## src/rtl/bdpm_pkg.sv

```systemverilog
package bdpm_pkg;

	localparam int ELEMENT_WIDTH_DEF = 32;
	localparam int FIELD_WIDTH = 32;
	localparam int BIAS_WIDTH = 32;
	localparam int ACC_WIDTH = 64;
	localparam int MOD_WIDTH = 63;
	localparam int CFG_INDEX_WIDTH = 8;
	localparam int CFG_DATA_WIDTH = 64;
	localparam int CNT_WIDTH = $clog2(ACC_WIDTH);

	localparam logic [CFG_INDEX_WIDTH-1:0] REG_BIAS = 8'd0;
	localparam logic [CFG_INDEX_WIDTH-1:0] REG_MODULUS = 8'd1;

	typedef enum logic [1:0] {
		ST_ACCUM,
		ST_DRAIN,
		ST_DIVIDE,
		ST_HOLD
	} state_t;

	typedef struct packed {
		logic take;
		logic load_div;
		logic div_step;
		logic out_load;
	} cmd_t;

	typedef struct packed {
		logic pipe_busy;
	} status_t;

endpackage

```

## src/rtl/bdpm_datapath.sv

```systemverilog
module bdpm_datapath #(
	parameter int ELEMENT_WIDTH = bdpm_pkg::ELEMENT_WIDTH_DEF
) (
	input  logic                                   clk,
	input  logic                                   arst_n,
	input  bdpm_pkg::cmd_t                         cmd,
	output bdpm_pkg::status_t                      status,
	input  logic [bdpm_pkg::FIELD_WIDTH-1:0]       lhs_elem,
	input  logic [bdpm_pkg::FIELD_WIDTH-1:0]       rhs_elem,
	input  logic                                   element_present,
	input  logic                                   cfg_valid,
	input  logic [bdpm_pkg::CFG_INDEX_WIDTH-1:0]   cfg_index,
	input  logic [bdpm_pkg::CFG_DATA_WIDTH-1:0]    cfg_data,
	output logic [bdpm_pkg::ACC_WIDTH-1:0]         remainder,
	output logic                                   error
);

	localparam int AW = bdpm_pkg::ACC_WIDTH;
	localparam int MW = bdpm_pkg::MOD_WIDTH;
	localparam int SUM_WIDTH = bdpm_pkg::BIAS_WIDTH + 1;

	logic signed [bdpm_pkg::BIAS_WIDTH-1:0] bias_q;
	logic [MW-1:0]                          mod_q;

	logic signed [ELEMENT_WIDTH-1:0] l_el;
	logic signed [ELEMENT_WIDTH-1:0] r_el;
	logic signed [SUM_WIDTH-1:0]     sum_s1;
	logic signed [ELEMENT_WIDTH-1:0] r_s1;
	logic                            vld_s1;
	logic signed [AW:0]              prod_full;
	logic [AW-1:0]                   prod_s2;
	logic                            vld_s2;
	logic [AW-1:0]                   acc_q;

	logic          neg_q;
	logic [AW-1:0] dvd_q;
	logic [AW-1:0] rem_q;
	logic [AW-1:0] trial;
	logic [AW-1:0] rem_signed;

	logic [AW-1:0] rem_out_q;
	logic          err_out_q;

	always_ff @(posedge clk or negedge arst_n) begin
		if (!arst_n) begin
			bias_q <= '0;
			mod_q  <= MW'(1);
		end else if (cfg_valid) begin
			unique case (cfg_index)
				bdpm_pkg::REG_BIAS:    bias_q <= cfg_data[bdpm_pkg::BIAS_WIDTH-1:0];
				bdpm_pkg::REG_MODULUS: mod_q  <= cfg_data[MW-1:0];
				default: ;
			endcase
		end
	end

	assign l_el = lhs_elem[ELEMENT_WIDTH-1:0];
	assign r_el = rhs_elem[ELEMENT_WIDTH-1:0];

	always_ff @(posedge clk or negedge arst_n) begin
		if (!arst_n) begin
			vld_s1 <= 1'b0;
			vld_s2 <= 1'b0;
		end else begin
			vld_s1 <= cmd.take & element_present;
			vld_s2 <= vld_s1;
		end
	end

	always_ff @(posedge clk) begin
		if (cmd.take) begin
			sum_s1 <= SUM_WIDTH'(l_el) + SUM_WIDTH'(bias_q);
			r_s1   <= r_el;
		end
		prod_s2 <= prod_full[AW-1:0];
	end

	assign prod_full = sum_s1 * r_s1;

	always_ff @(posedge clk or negedge arst_n) begin
		if (!arst_n) begin
			acc_q <= '0;
		end else if (cmd.load_div) begin
			acc_q <= '0;
		end else if (vld_s2) begin
			acc_q <= acc_q + prod_s2;
		end
	end

	assign status.pipe_busy = vld_s1 | vld_s2;

	assign trial = {rem_q[AW-2:0], dvd_q[AW-1]};

	always_ff @(posedge clk) begin
		if (cmd.load_div) begin
			neg_q <= acc_q[AW-1];
			dvd_q <= acc_q[AW-1] ? (AW'(0) - acc_q) : acc_q;
			rem_q <= '0;
		end else if (cmd.div_step) begin
			dvd_q <= {dvd_q[AW-2:0], 1'b0};
			if (trial >= {1'b0, mod_q}) begin
				rem_q <= trial - {1'b0, mod_q};
			end else begin
				rem_q <= trial;
			end
		end
	end

	assign rem_signed = neg_q ? (AW'(0) - rem_q) : rem_q;

	always_ff @(posedge clk) begin
		if (cmd.out_load) begin
			err_out_q <= (mod_q == '0);
			rem_out_q <= (mod_q == '0) ? '0 : rem_signed;
		end
	end

	assign remainder = rem_out_q;
	assign error     = err_out_q;

endmodule

```

## src/rtl/bdpm_ctrl.sv

```systemverilog
module bdpm_ctrl (
	input  logic              clk,
	input  logic              arst_n,
	input  logic              in_valid,
	input  logic              in_last,
	output logic              in_ready,
	output logic              out_valid,
	input  logic              out_ready,
	input  bdpm_pkg::status_t status,
	output bdpm_pkg::cmd_t    cmd
);

	bdpm_pkg::state_t state_q;
	bdpm_pkg::state_t state_d;

	logic [bdpm_pkg::CNT_WIDTH-1:0] cnt_q;
	logic                           out_valid_q;

	always_ff @(posedge clk or negedge arst_n) begin
		if (!arst_n) begin
			state_q <= bdpm_pkg::ST_ACCUM;
		end else begin
			state_q <= state_d;
		end
	end

	always_comb begin
		state_d  = state_q;
		in_ready = 1'b0;
		cmd      = '0;
		unique case (state_q)
			bdpm_pkg::ST_ACCUM: begin
				in_ready = 1'b1;
				cmd.take = in_valid;
				if (in_valid && in_last) begin
					state_d = bdpm_pkg::ST_DRAIN;
				end
			end
			bdpm_pkg::ST_DRAIN: begin
				if (!status.pipe_busy) begin
					cmd.load_div = 1'b1;
					state_d      = bdpm_pkg::ST_DIVIDE;
				end
			end
			bdpm_pkg::ST_DIVIDE: begin
				cmd.div_step = 1'b1;
				if (cnt_q == '1) begin
					state_d = bdpm_pkg::ST_HOLD;
				end
			end
			bdpm_pkg::ST_HOLD: begin
				if (!out_valid_q || out_ready) begin
					cmd.out_load = 1'b1;
					state_d      = bdpm_pkg::ST_ACCUM;
				end
			end
			default: state_d = bdpm_pkg::ST_ACCUM;
		endcase
	end

	always_ff @(posedge clk or negedge arst_n) begin
		if (!arst_n) begin
			cnt_q <= '0;
		end else if (cmd.load_div) begin
			cnt_q <= '0;
		end else if (cmd.div_step) begin
			cnt_q <= cnt_q + 1'b1;
		end
	end

	always_ff @(posedge clk or negedge arst_n) begin
		if (!arst_n) begin
			out_valid_q <= 1'b0;
		end else begin
			out_valid_q <= cmd.out_load | (out_valid_q & ~out_ready);
		end
	end

	assign out_valid = out_valid_q;

endmodule

```

## src/rtl/biased_dot_product_mod.sv

```systemverilog
// After its last request is taken, a result passes through the 2-stage multiply
// pipeline drain, 64 restoring divide steps and the output load.
// Throughput: one request per cycle within a vector; the bit-serial divider
// blocks input after each last request until that result is loaded for output, a
// load that waits while the previous result still waits on the output.
// Reset (arst_n low, asynchronous): accumulator 0, bias 0, modulus 1, no result pending.
module biased_dot_product_mod #(
	parameter int ELEMENT_WIDTH = bdpm_pkg::ELEMENT_WIDTH_DEF
) (
	input  logic                                 clk,
	input  logic                                 arst_n,
	input  logic                                 s_axis_tvalid,
	output logic                                 s_axis_tready,
	input  logic [63:0]                          s_axis_tdata,  // lhs_elem, rhs_elem
	input  logic                                 s_axis_tuser,  // element_present
	input  logic                                 s_axis_tlast,
	output logic                                 m_axis_tvalid,
	input  logic                                 m_axis_tready,
	output logic [63:0]                          m_axis_tdata,  // remainder
	output logic                                 m_axis_tuser,  // error
	input  logic                                 cfg_valid,
	output logic                                 cfg_ready,
	input  logic [bdpm_pkg::CFG_INDEX_WIDTH-1:0] cfg_index,
	input  logic [bdpm_pkg::CFG_DATA_WIDTH-1:0]  cfg_data
);

	bdpm_pkg::cmd_t    cmd;
	bdpm_pkg::status_t status;

	assign cfg_ready = 1'b1;

	bdpm_ctrl u_ctrl (
		.clk       (clk),
		.arst_n    (arst_n),
		.in_valid  (s_axis_tvalid),
		.in_last   (s_axis_tlast),
		.in_ready  (s_axis_tready),
		.out_valid (m_axis_tvalid),
		.out_ready (m_axis_tready),
		.status    (status),
		.cmd       (cmd)
	);

	bdpm_datapath #(
		.ELEMENT_WIDTH (ELEMENT_WIDTH)
	) u_datapath (
		.clk             (clk),
		.arst_n          (arst_n),
		.cmd             (cmd),
		.status          (status),
		.lhs_elem        (s_axis_tdata[31:0]),
		.rhs_elem        (s_axis_tdata[63:32]),
		.element_present (s_axis_tuser),
		.cfg_valid       (cfg_valid),
		.cfg_index       (cfg_index),
		.cfg_data        (cfg_data),
		.remainder       (m_axis_tdata),
		.error           (m_axis_tuser)
	);

endmodule

```

## config.mk

```make
export PLATFORM = sky130hd
export DESIGN_NAME = biased_dot_product_mod
export DESIGN_NICKNAME = d
export VERILOG_FILES = /design/src/rtl/bdpm_pkg.sv /design/src/rtl/bdpm_datapath.sv /design/src/rtl/bdpm_ctrl.sv /design/src/rtl/biased_dot_product_mod.sv
export SDC_FILE = /design/constraint.sdc
export NUM_CORES = 2
export LEC_CHECK = 0
export BUFFER_PORTS_ARGS = -buffer_cell sky130_fd_sc_hd__buf_2
export CORE_MARGIN = 4
export CORE_UTILIZATION = 55
export CTS_BUF_LIST = sky130_fd_sc_hd__clkbuf_4 sky130_fd_sc_hd__clkbuf_8
export DETAILED_ROUTE_END_ITERATION = 8
export PLACE_DENSITY = 0.75
export SLEW_MARGIN = 20
export SYNTH_ARGS = -nofsm -noshare
export SYNTH_HDL_FRONTEND = slang
export SYNTH_HIERARCHICAL = 1
export SYNTH_SLANG_ARGS = --single-unit
export TNS_END_PERCENT = 100
```

## constraint.sdc

```tcl
create_clock -name clk -period 15.1 [get_ports clk]
set_input_delay 3.02 -clock clk [delete_from_list [all_inputs] [get_ports clk]]
set_output_delay 3.02 -clock clk [all_outputs]
set_load 0.02 [all_outputs]
```

======== Word-level counts from Yosys, hierarchy flattened ========
Cells that the tools add are included.
W data, S select, Z words.
operators by class
  $add $sub $neg .......................... 6
  equal/unequal tests ..................... 9
  magnitude comparators ................... 1
  muxes and demuxes ....................... 21
  reduce and logical (&&, ||, !) cells .... 11
  $mul .................................... 1
  bitwise gates (word level) .............. 5
operator list
  cell                     number
  $mux W64                 7
  $sub A1 B64 Y64 const A  2
  $add A64 B64 Y64         1
  $ge A64 B63 Y1           1
  $mul A33 B32 Y64         1
  $sub A64 B63 Y64         1
  $logic_not A63 Y1        1
  $add A32 B32 Y33         1
  $mux W6                  2
  $eq A8 B1 Y1 const B     1
  $logic_not A8 Y1         1
  $mux W2                  4
  $pmux W2 S4              1
  $mux W1                  7
  $add A6 B1 Y6 const B    1
  $eq A6 B6 Y1 const B     1
  $ne A2 B1 Y1 const B     3
  $eq A2 B2 Y1 const B     2
  $reduce_and A2 Y1        2
  $reduce_and A4 Y1        1
  $reduce_bool A2 Y1       2
  $and A1 B1 Y1            2
  $eq A2 B1 Y1 const B     1
  $logic_not A2 Y1         1
  other kinds (6)          7
storage, ports and cells
  logic and storage cells ................. 70
  output and inout port bits .............. 68
  bits in registers ....................... 493
  bits of input ports ..................... 143

======== Longest topological paths before layout ========
  depth after elaboration ................. 5
  mapped depth ............................ 33
  gate-level depth less buffers ........... 31

======== Hierarchy ========
Netlist, hierarchy kept.
modules (own cells, without submodules)
  module                  area each (um^2)  cells an instance  seq. area each (um^2)  instances
  bdpm_datapath           65346.4           6940               12448.2                1
  bdpm_ctrl               510.5             48                 225.2                  1
  biased_dot_product_mod  11.3              2                  0.0                    1

======== Worst setup path before layout ========
Ideal clock, no wire load.
  kind .................................... register to register
  start point ............................. reg u_datapath.sum_s1[32]
  end point ............................... reg u_datapath.prod_s2[62]
  setup time .............................. 0.118 ns
  data required time ...................... 14.982 ns
  path buffers ............................ 2
  stages on the path, launching flop included .. 27
  setup slack ............................. 7.207 ns
  arrival ................................. 7.775 ns
  clock period less this slack ............ 7.893 ns
  cell sequence ........................... edfxtp_1 clkbuf_1 nand2_1 inv_1 fa_1 fa_1 fa_1 fa_1 fa_1 fa_1 fa_1 inv_1 fa_1 inv_1 ha_1 clkbuf_1 and3_1 nand4_1 or2_2 or4b_1 nand3_1 a2111oi_0 o31ai_1 a21boi_1 o21ai_0 a21oi_1 xnor2_1
between the ends
  word-level cells in the longest chain between the ends .. 1
RTL lines
  what                                line                 text
  start, declared                     bdpm_datapath.sv:27  logic signed [SUM_WIDTH-1:0] sum_s1;
  start signal, assigned              bdpm_datapath.sv:72  sum_s1 <= SUM_WIDTH'(l_el) + SUM_WIDTH'(bias_q);
  $mul A33 B32 Y64                    bdpm_datapath.sv:78  assign prod_full = sum_s1 * r_s1;
  named net u_datapath.prod_full[62]  bdpm_datapath.sv:30  logic signed [AW:0] prod_full;
  end signal, assigned                bdpm_datapath.sv:75  prod_s2 <= prod_full[AW-1:0];
  end, declared                       bdpm_datapath.sv:31  logic [AW-1:0] prod_s2;
The timed path passes the listed nets, and every way through them passes these cells.
A chain may end at the register's enable or synchronous reset.

======== Worst setup path after layout ========
  start point ............................. reg u_datapath.r_s1[3]
  end point ............................... reg u_datapath.prod_s2[62]
between the ends
  word-level cells in the longest chain between the ends .. 1
RTL lines
  what                                line                 text
  start, declared                     bdpm_datapath.sv:28  logic signed [ELEMENT_WIDTH-1:0] r_s1;
  start signal, assigned              bdpm_datapath.sv:73  r_s1 <= r_el;
  $mul A33 B32 Y64                    bdpm_datapath.sv:78
  named net u_datapath.prod_full[62]  bdpm_datapath.sv:30
The timed path passes the listed nets, and every way through them passes these cells.

==> flow_summary.json <==
{
  "critical_path_class": "flip-flop to flip-flop",
  "wl_met2_mm": 81.3,
  "grt_overflow": 0,
  "post-cts-setup-buffers": 0,
  "max_freq_ghz": 0.110,
  "rsz0062_at_grt": "false",
  "synthToLayoutAreaGrowth_pct": 7.23,
  "maxCapViolCount": 0,
  "synthArstFlopShare_pct": 34.5,
  "synth_nets": 8589,
  "cts_hold_buf": 0,
  "fp.dieW_um": 354,
  "syn_avg_cell_area_um2": 9.42,
  "end_kind": "flip-flop",
  "postCtsResizedCells": 0,
  "dp.final_hpwl_mm": 131,
  "dp_cells": 8512,
  "crit_path_frequent_cell": "fa_1",
  "dieArea_um2": 125000,
  "grt.total_usage_pct": 27.7,
  "synth_cells": 6990,
  "wl_met3_mm": 12.2,
  "met1_length_mm": 68.8,
  "synth_cell_types": 91,
  "netlist_area_um2": 65900,
  "routed_via_density": 5.67,
  "outcome": "finished clean",
  "most-common-layout-cells": "1,148 x inv_1, 1,106 x fa_1, 707 x nand2_1",
  "rows": 126,
  "finClkSkew_ns": 0.0966,
  "vias": 49300,
  "yosys_register_bits": 493,
  "grt_pass1_vias": 52800,
  "drc": 0,
  "final_net_count": 8612,
  "grt_pass1_wl_mm": 279,
  "cts.sinks": 493,
  "crit_arrival_ns": 9.78,
  "highest_layer": "met5",
  "synth_edf_count": 195,
  "grt_max_degree": 206,
  "cpPeakStageDelay_ns": 0.99,
  "synth_warnings": 6,
  "worstPathCellList": "buf_4 -> and2_1 -> fa_1 -> fa_1 -> fa_1 -> fa_1 -> fa_1 -> fa_1 -> fa_1 -> inv_1 -> fa_1 -> inv_1 -> ha_1 -> and3_1 -> nand4_1 -> or2_2 -> or4b_1 -> nand3_1 -> a2111oi_0 -> o31ai_1 -> a21boi_1 -> o21ai_0 -> a21oi_1 -> xnor2_1",
  "worst_pin_slew_ns": 1.11,
  "drive_gt1_share_pct": 8.76,
  "layout.cells.non_filler": 8699,
  "wirelength_mm": 169,
  "fp.dieH_um": 354,
  "final_antenna_net_count": 0,
  "layout_commonest_cell": "inv_1",
  "cp_max_fo": 33,
  "period_minus_slack_ns": 9.11,
  "fin_crit_sh_pct": 60.4,
  "start_kind": "flip-flop",
  "drt_pass1_iterations": 6,
  "initial_utilization_pct": 55.6,
  "cp.required_ns": 15.77,
  "coreArea_um2": 119000,
  "fin_setup_tns_ns": 0,
  "hold_viol_final": 0,
  "relSlewSlack_pct": 25.7,
  "portBuffers": 208,
  "cts_max_level": 3,
  "crit_buf_inv": 3,
  "pin_count": 211,
  "drv_slew": 0,
  "place.gp.congestion": 0.923,
  "clk_path_buf_depth": 3,
  "synth_ff_type": "edfxtp_1",
  "clk_pin_slew_ns": 0.06,
  "numCtsBuffers": 93,
  "clock-root-buffer": "clkbuf_8",
  "path_delay_family": "adder cells",
  "setup_violations": 0,
  "critical_path.slowest_cell": "fa_1",
  "clock_latency_ns": 0.83,
  "drt_iter0_drc": 3668,
  "antenna_found_initial": 13,
  "yosysSeqAreaShare_pct": 19.2,
  "wl_per_cell_um": 19.4,
  "min_path_type": "flip-flop to flip-flop",
  "cts_tree": "done"
}
worst register-to-register path, stage by stage (launching register included):
cell	delay, ns
edfxtp_1	0.32
buf_4	0.38
and2_1	0.31
fa_1	0.49
fa_1	0.52
fa_1	0.99
fa_1	0.58
fa_1	0.50
fa_1	0.51
fa_1	0.51
inv_1	0.06
fa_1	0.50
inv_1	0.04
ha_1	0.40
and3_1	0.20
nand4_1	0.11
or2_2	0.38
or4b_1	0.56
nand3_1	0.25
a2111oi_0	0.21
o31ai_1	0.51
a21boi_1	0.20
o21ai_0	0.20
a21oi_1	0.10
xnor2_1	0.13
through the flow:
step | hold WS [ns] | utilization, % | setup slack, ns | cell area (µm²)
5_1_grt | 0.400 | 59.6 | 5.61 | 70600
3_3_place_gp | 0.353 | 57.5 | 6.04 | 68200
3_5_place_dp | 0.355 | 57.6 | 6.05 | 68200
6_report | 0.366 | 59.6 | 5.99 | 70600
2_1_floorplan | 0.346 | - | 7.21 | 65900
4_1_cts | 0.369 | 59.5 | 5.89 | 70500
sequential cells by signal, indices dropped and copies added, names as in the netlist:
register and flops:
u_datapath/sum_s1 33, u_datapath/remainder 64, u_datapath/prod_s2 64, u_datapath/vld_s2 1, u_datapath/mod_q 63, u_datapath/rem_q 64
u_datapath/bias_q 32, u_datapath/r_s1 32, u_datapath/neg_q 1, u_ctrl/out_valid 1, u_datapath/error 1, u_datapath/acc_q 64
u_ctrl/state_q 2, u_ctrl/cnt_q 6, u_datapath/vld_s1 1, u_datapath/dvd_q 64
per-layer routing:
metal	vias to the layer above	track usage (%)
li1	22200	-
met1	24900	36.4
met2	1737	45.8
met3	376	5.50
met4	8	9.82
met5	-	0
layout make-up:
class                           count  area (µm²)
Inverter                         1149        4310
Sequential cell                   493       12700
Fill cell                       10000       47900
Timing Repair Buffer              292        1800
Clock inverter                     28         452
Clock buffer                      147        1800
Antenna cell                        6        15.0
Tap cell                         1600        2000
Multi-Input combinational cell   4984       47600
synth_stat cells, types with 10 or more instances:
library cell / instances / area [µm²]
nand3_1: 60 / 300
a21o_1: 123 / 923
o211ai_1: 15 / 113
nor2b_1: 37 / 231
fa_1: 1106 / 22100
o21a_1: 23 / 173
a211oi_1: 76 / 571
inv_1: 1148 / 4310
and3_1: 26 / 163
dfrtp_1: 169 / 4230
o21bai_1: 25 / 188
ha_1: 350 / 4380
edfxtp_1: 195 / 5860
or3_1: 24 / 150
nand4_1: 49 / 307
nor2_1: 411 / 1540
nand2_1: 707 / 2650
a31oi_1: 25 / 156
or2_2: 12 / 75.1
xnor2_1: 150 / 1310
dfxtp_1: 128 / 2560
mux2_2: 101 / 1140
nand2b_1: 48 / 300
nor4_1: 31 / 194
clkbuf_1: 353 / 1330
and2_1: 530 / 3320
o21ai_0: 179 / 896
or4_1: 24 / 180
o41ai_1: 25 / 219
nor3_1: 26 / 130
xor2_1: 191 / 1670
a21oi_1: 350 / 1750
mux2i_1: 60 / 601
o22ai_1: 10 / 62.6
o31ai_1: 44 / 330
cells by family after synthesis:
group	after synthesis	share of synthesized area, %
other	1	0.00569
adders and majority gates	1456	40.3
muxes	162	2.66
DFF	493	19.2
buffers and inverters	1513	8.63
AOI/OAI and AO/OA	1003	9.69
xor gates and xnor gates	341	4.53
and+or+nand+nor	2021	15.0
final timing paths:
check	startpoint	to	slack, ns	cells after the start
setup / recovery	u_datapath/r_s1[3]	u_datapath/prod_s2[62]	5.99	24
hold / removal	u_datapath/vld_s1	u_datapath/vld_s2	0.37	0
setup reg to reg	u_datapath/r_s1[3]	u_datapath/prod_s2[62]	5.99	24
hold reg to reg	u_datapath/vld_s1	u_datapath/vld_s2	0.37	0
max in group asynchronous	arst_n	u_datapath/bias_q[22]	11.16	3
min in group asynchronous	arst_n	u_datapath/mod_q[56]	2.16	1
Power is left out: the tool's default activity adds up to more than one toggle a clock period on the data nets, which glitch-free logic cannot reach.
